==> config.mk <==
export PLATFORM = sky130hd
export DESIGN_NAME = attack_sustain_decay_envelope_unit
export DESIGN_NICKNAME = d
export VERILOG_FILES = /design/src/rtl/core/asde_pkg.sv /design/src/rtl/core/asde_ctrl.sv /design/src/rtl/core/asde_dp.sv /design/src/rtl/core/attack_sustain_decay_envelope_unit.sv
export SDC_FILE = /design/constraint.sdc
export NUM_CORES = 1
export LEC_CHECK = 0
export BUFFER_PORTS_ARGS = -buffer_cell sky130_fd_sc_hd__clkbuf_2
export CORE_ASPECT_RATIO = 0.75
export CORE_UTILIZATION = 64
export DETAILED_ROUTE_END_ITERATION = 12
export GPL_TIMING_DRIVEN = 0
export PLACE_DENSITY = 0.82
export SLEW_MARGIN = 20
export SYNTH_ARGS = -nofsm -noshare
export SYNTH_HDL_FRONTEND = slang
export SYNTH_SLANG_ARGS = --single-unit
==> constraint.sdc <==
create_clock -name clk -period 8 [get_ports clk]
set_input_delay 2 -clock clk [delete_from_list [all_inputs] [get_ports clk]]
set_output_delay 2 -clock clk [all_outputs]
set_load 0.02 [all_outputs]
==> src/rtl/core/asde_pkg.sv <==
// Shared types and constants for the attack, sustain and decay envelope unit.
package asde_pkg;

	// Q2.14 volume and Q1.14 ratio formats
	localparam int unsigned LEVEL_W = 16;
	localparam int unsigned RATIO_W = 15;
	localparam int unsigned PUNCH_W = 16;
	localparam int unsigned PROD_W = RATIO_W + PUNCH_W;
	localparam logic [LEVEL_W-1:0] ONE_Q14 = 16'd16384;

	// restoring divider: one quotient bit per step, weights 2^14 down to 2^0
	localparam int unsigned DIV_STEPS = RATIO_W;
	localparam int unsigned DIV_CNT_W = 4;

	// register reset values
	localparam int unsigned ATTACK_RESET = 0;
	localparam int unsigned SUSTAIN_RESET = 9000;
	localparam int unsigned DECAY_RESET = 16000;

	// stream word widths
	localparam int unsigned S_DATA_W = 8;
	localparam int unsigned M_DATA_W = 24;

	localparam int unsigned CFG_IDX_W = 2;

	typedef enum logic [CFG_IDX_W-1:0] {
		CFG_ATTACK_LENGTH  = 2'd0,
		CFG_SUSTAIN_LENGTH = 2'd1,
		CFG_DECAY_LENGTH   = 2'd2,
		CFG_PUNCH_GAIN     = 2'd3
	} cfg_index_t;

	typedef enum logic [1:0] {
		STAGE_ATTACK  = 2'd0,
		STAGE_SUSTAIN = 2'd1,
		STAGE_DECAY   = 2'd2,
		STAGE_DONE    = 2'd3
	} stage_t;

	typedef enum logic [5:0] {
		ST_IDLE  = 6'b000001,
		ST_INIT  = 6'b000010,
		ST_DIV   = 6'b000100,
		ST_MUL   = 6'b001000,
		ST_LEVEL = 6'b010000,
		ST_EMIT  = 6'b100000
	} ctrl_state_t;

	// controller to datapath
	typedef struct packed {
		logic tick;      // word accepted: restart or advance one sample
		logic div_load;  // load divider from count and stage length
		logic div_step;  // one quotient bit
		logic mul;       // register punch product
		logic level;     // recompute level
		logic emit;      // load output register
	} asde_cmd_t;

	// datapath to controller
	typedef struct packed {
		logic stage_done;
		logic div_last;
		logic out_free;
	} asde_status_t;

endpackage

==> src/rtl/core/asde_ctrl.sv <==
// Sequencing state machine of the envelope unit.
module asde_ctrl
	import asde_pkg::*;
(
	input  logic         clk,
	input  logic         arst_n,
	input  logic         s_tvalid,
	output logic         s_tready,
	input  logic         restart,
	input  asde_status_t status,
	output asde_cmd_t    cmd
);

	ctrl_state_t state_q;
	ctrl_state_t state_nxt;
	logic        accept;

	assign s_tready = (state_q == ST_IDLE);
	assign accept = s_tvalid && s_tready;

	// next state and commands
	always_comb begin
		state_nxt = state_q;
		cmd = '0;
		case (state_q)
			ST_IDLE: begin
				if (accept) begin
					cmd.tick = 1'b1;
					if (restart || status.stage_done) begin
						state_nxt = ST_EMIT;
					end else begin
						state_nxt = ST_INIT;
					end
				end
			end
			ST_INIT: begin
				if (status.stage_done) begin
					state_nxt = ST_EMIT;
				end else begin
					cmd.div_load = 1'b1;
					state_nxt = ST_DIV;
				end
			end
			ST_DIV: begin
				cmd.div_step = 1'b1;
				if (status.div_last) begin
					state_nxt = ST_MUL;
				end
			end
			ST_MUL: begin
				cmd.mul = 1'b1;
				state_nxt = ST_LEVEL;
			end
			ST_LEVEL: begin
				cmd.level = 1'b1;
				state_nxt = ST_EMIT;
			end
			ST_EMIT: begin
				if (status.out_free) begin
					cmd.emit = 1'b1;
					state_nxt = ST_IDLE;
				end
			end
			default: begin
				state_nxt = ST_IDLE;
			end
		endcase
	end

	// hold state
	always_ff @(posedge clk or negedge arst_n) begin
		if (!arst_n) begin
			state_q <= ST_IDLE;
		end else begin
			state_q <= state_nxt;
		end
	end

`ifndef NO_ASSERTIONS
	a_state_onehot: assert property (@(posedge clk) disable iff (!arst_n)
		$onehot(state_q))
		else $error("controller state not one-hot");

	a_restart_skips_div: assert property (@(posedge clk) disable iff (!arst_n)
		accept && restart |=> state_q == ST_EMIT)
		else $error("restart word did not go straight to emit");

	a_div_to_mul: assert property (@(posedge clk) disable iff (!arst_n)
		state_q == ST_DIV && status.div_last |=> state_q == ST_MUL)
		else $error("divider finish not followed by multiply");

	a_emit_waits: assert property (@(posedge clk) disable iff (!arst_n)
		state_q == ST_EMIT && !status.out_free |=> state_q == ST_EMIT && !cmd.tick)
		else $error("result dropped while output register full");
`endif

endmodule

==> src/rtl/core/asde_dp.sv <==
// Datapath of the envelope unit: registers, counter, divider, punch multiplier, output.
module asde_dp
	import asde_pkg::*;
#(
	parameter int unsigned LENGTH_BITS = 17
) (
	input  logic                                        clk,
	input  logic                                        arst_n,
	input  logic                                        cfg_we,
	input  logic [CFG_IDX_W-1:0]                        cfg_index,
	input  logic [((LENGTH_BITS > 16) ? LENGTH_BITS : 16)-1:0] cfg_data,
	input  logic                                        restart,
	input  asde_cmd_t                                   cmd,
	output asde_status_t                                status,
	output logic                                        m_tvalid,
	input  logic                                        m_tready,
	output logic [M_DATA_W-1:0]                         m_tdata
);

	logic [LENGTH_BITS-1:0] attack_len_q;
	logic [LENGTH_BITS-1:0] sustain_len_q;
	logic [LENGTH_BITS-1:0] decay_len_q;
	logic [PUNCH_W-1:0]     punch_q;

	logic [LENGTH_BITS-1:0] count_q;
	stage_t                 stage_q;
	logic [LEVEL_W-1:0]     level_q;

	logic [LENGTH_BITS:0]   rem_q;
	logic [LENGTH_BITS-1:0] divisor_q;
	logic                   div_zero_q;
	logic [DIV_CNT_W-1:0]   step_q;
	logic [RATIO_W-1:0]     quo_q;
	logic [PROD_W-1:0]      prod_q;

	logic                   out_valid_q;
	logic [M_DATA_W-1:0]    out_data_q;

	logic [LENGTH_BITS-1:0] len_cur;
	logic [LENGTH_BITS:0]   count_inc;
	logic [LENGTH_BITS:0]   trial;
	logic                   fits;
	logic [RATIO_W-1:0]     ratio_inv;

	// configuration registers
	always_ff @(posedge clk or negedge arst_n) begin
		if (!arst_n) begin
			attack_len_q <= LENGTH_BITS'(ATTACK_RESET);
			sustain_len_q <= LENGTH_BITS'(SUSTAIN_RESET);
			decay_len_q <= LENGTH_BITS'(DECAY_RESET);
			punch_q <= '0;
		end else if (cfg_we) begin
			case (cfg_index_t'(cfg_index))
				CFG_ATTACK_LENGTH: attack_len_q <= cfg_data[LENGTH_BITS-1:0];
				CFG_SUSTAIN_LENGTH: sustain_len_q <= cfg_data[LENGTH_BITS-1:0];
				CFG_DECAY_LENGTH: decay_len_q <= cfg_data[LENGTH_BITS-1:0];
				CFG_PUNCH_GAIN: punch_q <= cfg_data[PUNCH_W-1:0];
				default: ;
			endcase
		end
	end

	// select current stage length
	always_comb begin
		case (stage_q)
			STAGE_ATTACK: len_cur = attack_len_q;
			STAGE_SUSTAIN: len_cur = sustain_len_q;
			default: len_cur = decay_len_q;
		endcase
	end

	assign count_inc = {1'b0, count_q} + (LENGTH_BITS+1)'(1);

	// sample counter, stage and level
	always_ff @(posedge clk or negedge arst_n) begin
		if (!arst_n) begin
			count_q <= '0;
			stage_q <= STAGE_ATTACK;
			level_q <= '0;
		end else if (cmd.tick) begin
			if (restart) begin
				count_q <= '0;
				stage_q <= STAGE_ATTACK;
				level_q <= '0;
			end else if (stage_q != STAGE_DONE) begin
				if (count_inc > {1'b0, len_cur}) begin
					count_q <= '0;
					stage_q <= stage_t'(stage_q + 2'd1);
				end else begin
					count_q <= count_inc[LENGTH_BITS-1:0];
				end
			end
		end else if (cmd.level) begin
			case (stage_q)
				STAGE_ATTACK: level_q <= LEVEL_W'(quo_q);
				STAGE_SUSTAIN: level_q <= ONE_Q14 + prod_q[PROD_W-1:RATIO_W];
				default: level_q <= ONE_Q14 - LEVEL_W'(quo_q);
			endcase
		end
	end

	// restoring divider: first step compares the count itself, later steps shift
	assign trial = (step_q == '0) ? rem_q : {rem_q[LENGTH_BITS-1:0], 1'b0};
	assign fits = !div_zero_q && (trial >= {1'b0, divisor_q});

	always_ff @(posedge clk) begin
		if (cmd.div_load) begin
			rem_q <= {1'b0, count_q};
			divisor_q <= len_cur;
			div_zero_q <= (len_cur == '0);
			quo_q <= '0;
		end else if (cmd.div_step) begin
			rem_q <= fits ? (trial - {1'b0, divisor_q}) : trial;
			quo_q <= {quo_q[RATIO_W-2:0], fits};
		end
	end

	// advance step count
	always_ff @(posedge clk or negedge arst_n) begin
		if (!arst_n) begin
			step_q <= '0;
		end else if (cmd.div_load) begin
			step_q <= '0;
		end else if (cmd.div_step) begin
			step_q <= step_q + DIV_CNT_W'(1);
		end
	end

	// punch product (1 - r) * punch, later taken >> 15 for the doubled term
	assign ratio_inv = RATIO_W'(ONE_Q14) - quo_q;

	always_ff @(posedge clk) begin
		if (cmd.mul) begin
			prod_q <= PROD_W'(ratio_inv) * PROD_W'(punch_q);
		end
	end

	// output register
	always_ff @(posedge clk or negedge arst_n) begin
		if (!arst_n) begin
			out_valid_q <= 1'b0;
		end else if (cmd.emit) begin
			out_valid_q <= 1'b1;
		end else if (m_tready) begin
			out_valid_q <= 1'b0;
		end
	end

	always_ff @(posedge clk) begin
		if (cmd.emit) begin
			out_data_q <= {5'd0, stage_q, (stage_q != STAGE_DONE), level_q};
		end
	end

	assign m_tvalid = out_valid_q;
	assign m_tdata = out_data_q;

	assign status.stage_done = (stage_q == STAGE_DONE);
	assign status.div_last = (step_q == DIV_CNT_W'(DIV_STEPS - 1));
	assign status.out_free = !out_valid_q || m_tready;

endmodule

==> src/rtl/core/attack_sustain_decay_envelope_unit.sv <==
// Top level of the attack, sustain and decay envelope unit.
//
// One input word is one sample tick (s_tdata[0] = 0) or a restart
// (s_tdata[0] = 1); each word yields exactly one output word carrying the
// Q2.14 volume, a playing flag and the stage. A tick in attack, sustain or
// decay goes from acceptance to the output register through the counter,
// the divider load, the bit-serial restoring divide that forms count/length
// in Q1.14, the punch multiply, the level and the output load. A restart
// or a tick after the decay stage has ended goes straight to the output
// load; the tick that ends the decay stage passes counter, stage check and
// output load. The next word is taken once the result is loaded into the
// output register, so the output may wait for its taker while the next word
// is processed. Lengths are written through cfg_we/cfg_index/cfg_data only
// while no word is in flight, a user rule that the block does not enforce.
module attack_sustain_decay_envelope_unit
	import asde_pkg::*;
#(
	parameter int unsigned LENGTH_BITS = 17
) (
	input  logic                                        clk,
	input  logic                                        arst_n,
	input  logic                                        cfg_we,
	input  logic [CFG_IDX_W-1:0]                        cfg_index,
	input  logic [((LENGTH_BITS > 16) ? LENGTH_BITS : 16)-1:0] cfg_data,
	input  logic                                        s_tvalid,
	output logic                                        s_tready,
	input  logic [S_DATA_W-1:0]                         s_tdata,  // [0] restart, rest zero
	output logic                                        m_tvalid,
	input  logic                                        m_tready,
	output logic [M_DATA_W-1:0]                         m_tdata   // [15:0] volume, [16] playing,
	                                                              // [18:17] phase, rest zero
);

	asde_cmd_t    cmd;
	asde_status_t status;

	// sequencer
	asde_ctrl u_ctrl (
		.clk      (clk),
		.arst_n   (arst_n),
		.s_tvalid (s_tvalid),
		.s_tready (s_tready),
		.restart  (s_tdata[0]),
		.status   (status),
		.cmd      (cmd)
	);

	// arithmetic and state
	asde_dp #(
		.LENGTH_BITS (LENGTH_BITS)
	) u_dp (
		.clk       (clk),
		.arst_n    (arst_n),
		.cfg_we    (cfg_we),
		.cfg_index (cfg_index),
		.cfg_data  (cfg_data),
		.restart   (s_tdata[0]),
		.cmd       (cmd),
		.status    (status),
		.m_tvalid  (m_tvalid),
		.m_tready  (m_tready),
		.m_tdata   (m_tdata)
	);

endmodule
After elaboration in Yosys (flattened, before gate mapping)
Cells that the tools add are included.

word-level totals
  flip-flop bits (word level) = 214
  input port bits = 32
  output and inout bits = 26
  word-level logic and storage cells = 101

cells by class
  $add $sub $neg = 7
  multipliers = 1
  $lt $le $gt $ge = 2
  eq/ne operators = 17
  multiplexer cells = 34
  reduce and logical (&&, ||, !) cells = 23

operator list
  operator                  count
  $mux W17                  5
  $mux W16                  3
  $mux W18                  2
  $pmux W6 S6               1
  $pmux W17 S2              1
  $pmux W16 S2              1
  $mul A15 B16 Y31          1
  $mux W6                   5
  $add A17 B1 Y18 const B   1
  $ge A18 B17 Y1            1
  $gt A18 B17 Y1            1
  $sub A18 B17 Y18          1
  $logic_not A17 Y1         1
  $add A15 B16 Y16 const A  1
  $sub A15 B15 Y16 const A  1
  $sub A15 B15 Y15 const A  1
  $reduce_and A2 Y1         6
  $mux W1                   11
  $ne A2 B2 Y1 const B      5
  $reduce_bool A2 Y1        5
  $mux W4                   2
  $eq A2 B2 Y1 const B      3
  $eq A6 B1 Y1 const B      1
  $eq A6 B2 Y1 const B      1
  other kinds (15)          23

Depth between registers and ports, before layout
  depth after elaboration = 7
  mapped depth = 31
  gate-level depth less buffers = 28

Cells and area by module
A second synthesis with hierarchy kept.

second synthesis, totals
  cell total of the unflattened synthesis = 1747
  area total of the unflattened synthesis = 17730.8 um^2

by module, submodules not included
  module     instances  cells an instance  area an instance (um^2)  seq. area each (um^2)
  asde_dp    1          1705               17331.6                  5113.7
  asde_ctrl  1          42                 399.1                    151.4

Least setup slack after synthesis
No wires, ideal clock.

  path kind = register -> register
  start = register u_dp.quo_q[0]
  end = register u_dp.prod_q[24] (data pin)
  setup time = 0.135 ns
  data arrival time = 7.242 ns
  required time = 7.865 ns
  path slack = 0.622 ns
  stages on the path, launching flop included = 29
  path buffers = 3
  period minus slack after synthesis = 7.378 ns
  cell sequence = dfxtp_1 > clkbuf_1 > inv_1 > ha_1 > nand2_2 > or3_4 > or3_1 > buf_6 > nor3_1 > xnor2_1 > clkbuf_1 > nand2_1 > fa_1 > fa_1 > fa_1 > inv_1 > fa_1 > fa_1 > inv_1 > fa_1 > inv_1 > ha_1 > or3_1 > a221oi_1 > a21bo_2 > a21oi_1 > a21o_1 > or4_1 > nand3_1

between the ends
  longest elaborated chain between the ends = 2

ends and longest elaborated chain
  element                 RTL line        text
  start, declared         asde_dp.sv:33   logic [RATIO_W-1:0] quo_q;
  start signal, assigned  asde_dp.sv:114  quo_q <= {quo_q[RATIO_W-2:0], fits};
  $sub A15 B15 Y15        asde_dp.sv:130  assign ratio_inv = RATIO_W'(ONE_Q14) - quo_q;
  $mul A15 B16 Y31        asde_dp.sv:134  prod_q <= PROD_W'(ratio_inv) * PROD_W'(punch_q);
  end signal, assigned    asde_dp.sv:134
  end, declared           asde_dp.sv:34   logic [PROD_W-1:0] prod_q;

Every way passes these cells.
A chain may end at the register's enable or synchronous reset.

Worst setup path in the final report
Same ends and word-level chain as after synthesis.

==> qor.txt <==
Vias: 13428
Total track usage: 32.8%
XOR/XNOR Fraction of Synth Area: 2.87%
Number of synthesized flops with an enable pin: 70
Syn_area_per_cell: 9.97 um^2
Clk_skew: 10.2 ps
Clock root buffer: clkbuf_16
Htree depth: 4
DP Wirelength: 34200 um
Die Wd: 194 um
Final ANT Viol Nets: 0
Worst setup SP type: flop
Highest routed metal layer: met4
First-pass GRT wire length: 71500 um
Ports: 58
Reg2reg start: u_dp.quo_q[0]
Synthesized area: 17600 um^2
Clk buf depth: 2
Post-route cell area: 19300 um^2
Synth Area in Compound Gates: 8.82%
Antenna violations before repair: 3
Mux cell area share after synthesis: 6.28%
Core box area: 27000 um^2
Final hold viol count: 0
Final number of setup-violating endpoints: 0
Clock Sinks: 199
Seq/Total Area, Yosys: 29.9%
CP endpoint kind: flop
Clk slew on worst S/H paths: 80 ps
Drt first pass iters: 6
Initial Utilization: 65.3%
DIE AREA: 28200 um^2
GPL Wtd Cong: 0.972
Post-synth top cells: inv_1, nand2_1, fa_1, ha_1, and2_1
Post-Synth Adder-Cell Area: 29.9%
CP Class: flop to flop
Setup TNS: 0 ps
Worst R2R Setup Slack: 110 ps
Netlist cell types: 72
Async SR Flop Fraction: 56.8%
Fin nets: 2193
Iter 0 DRT Violations: 1308
Reg2reg path depth: 26
Critical path launch point: u_dp.quo_q[0]
Placed cells: 2171
Dominant synthesized flop cell: dfrtp_1
Req. time, crit path: 8320 ps
Critical Path AT: 8210 ps
Final Max Tran Viols: 0
Largest area contributor in the netlist: fa_1
CTS tree: yes
Clock buffer count from CTS: 17
Post-Route M1 WL: 19400 um
Hold Path Class: flop to flop
Worst Path Max Fanout: 10
Max-cap viol count: 0
Die Height: 146 um
Placed Area: 18400 um^2
Fin crit share: 98.6%
Congestion Overflow GR: 0
Final min period: 7890 ps
Most common cell in the netlist: inv_1
Area Growth Syn to Fin: 9.45%
FMAX: 127 MHz
Port Buffers: 44
Seq cells post-synth: 199
Final Non-Filler Cells: 2214
Yosys Warn Count: 0
Status: complete, no violations
Vias per Instance: 6.07
Fillers: 1914
Synth top area cells: fa_1, dfrtp_1, edfxtp_1
Util after Layout: 71.5%
Mapped Cells: 1769
Detail Route met2 WL: 19500 um
Metal3 WL: 5340 um
Remaining DRCs: 0
Largest family of logic cells by synthesized area: adder cells
Top cell type's share of synthesized area: 20.4%
Total wire length: 44900 um
Largest net degree at the start of global routing: 90
Number of global-route vias before repair: 13387
Worst-Margin Slew: 977 ps
Slew HR: 34.4%
Critical Path End: u_dp.prod_q[24]
Site Rows: 52
Layout cells sized above 1: 13.5%
RR Endpoint: u_dp.prod_q[24]
Drt wl/cell: 20.3 um
Post-synthesis simple-gate area fraction: 15.1%
Clk_lat worst skew: 450 ps
==> how the worst min path moves through the flow <==
| stage | start | to | depth (start not counted) |
|---|---|---|---|
| CTS | u_dp.level_q[4] | u_dp.m_tdata[4] | 0 |
| finish | u_dp.level_q[5] | u_dp.m_tdata[5] | 0 |
| detailed placement | u_dp.level_q[10] | u_dp.m_tdata[10] | 0 |
| floorplan | u_dp.level_q[10] | u_dp.m_tdata[10] | 0 |
| global route | u_dp.level_q[5] | u_dp.m_tdata[5] | 0 |
| global placement | u_dp.level_q[10] | u_dp.m_tdata[10] | 0 |
==> state kept, by name, summed over array words and instances (netlist names), 16 cells and up <==
name	flops
u_dp.decay_len_q	17
u_dp.count_q	17
u_dp.prod_q	16
u_dp.sustain_len_q	17
u_dp.punch_q	16
u_dp.rem_q	18
u_dp.attack_len_q	17
u_dp.level_q	16
u_dp.m_tdata	19
u_dp.divisor_q	17
==> critical path, stage by stage (launching register included) <==
cell	delay, ps
dfxtp_2	400
inv_2	110
ha_4	170
nand2_2	70
or3_4	370
or3_1	340
buf_6	160
nor4b_4	390
xor2_4	370
buf_6	190
nand2_1	70
fa_1	490
fa_1	600
inv_1	70
fa_1	450
fa_1	500
fa_1	530
fa_1	610
ha_4	230
a21o_1	160
a21oi_2	190
o21ai_4	130
nor3_4	270
a21oi_4	110
a21o_4	260
or4_1	410
nand3_1	90
==> cell type report <==
type | count | area, um^2 | area share (%)
Timing Repair Buffer | 56 | 347 | 1.80
Buffer | 84 | 393 | 2.04
Clock inverter | 12 | 104 | 0.538
Tap cell | 351 | 439 | 2.27
Sequential cell | 199 | 5270 | 27.3
Clock buffer | 20 | 472 | 2.44
Antenna cell | 3 | 7.51 | 0.0389
Multi-Input combinational cell | 1253 | 11400 | 59.0
Inverter | 236 | 886 | 4.59
==> metrics by stage <==
stage / hold WS, ps / setup WS (ps)
2_1_floorplan: 425 / 622
3_3_place_gp: 435 / -785
3_5_place_dp: 439 / -816
4_1_cts: 465 / 49.5
5_1_grt: 473 / -107
6_report: 461 / 112
==> logic make-up (layout without fill, tap and decap cells) <==
family | count (synthesis) | in the layout
buffers and inverters | 321 | 408
flip-flops | 199 | 199
XOR/XNOR | 57 | 57
AO/OA/AOI/OAI | 246 | 246
AND/OR/NAND/NOR | 531 | 531
multiplexers | 100 | 100
adder cells (fa/ha/maj) | 314 | 314
other | 1 | 8
==> cell usage in the layout (no fill, tap or decap), types with 15 or more instances in the layout <==
cell type,count
a21o_1,25
a21oi_1,69
a22o_1,24
and2_1,122
buf_4,15
clkbuf_1,59
clkbuf_16,18
clkbuf_2,46
dfrtp_1,101
dfxtp_1,15
edfxtp_1,70
fa_1,180
ha_1,131
inv_1,234
mux2_2,85
mux2i_1,15
nand2_1,201
nand2b_1,17
nand3_1,31
nand4_1,19
nor2_1,62
o21ai_0,61
xnor2_1,31
xor2_1,18
==> routing by layer <==
layer / global-route usage (%) / up-vias
met5: 0 / -
met4: 8.32 / 0
met3: 9.71 / 78
met2: 47.7 / 664
met1: 48.4 / 6707
li1: - / 5979
==> repair_timing <==
item                       4_1_cts  5_1_grt
setup endpoints to repair       16       13
setup buffers                    2        6
gates resized for setup         20       35
pin swaps                        2       11
hold buffers                     0        0
gates cloned                     0        1
Power is not shown: default switching activity piles up to over one toggle a cycle in this logic, so the estimate is an artifact.
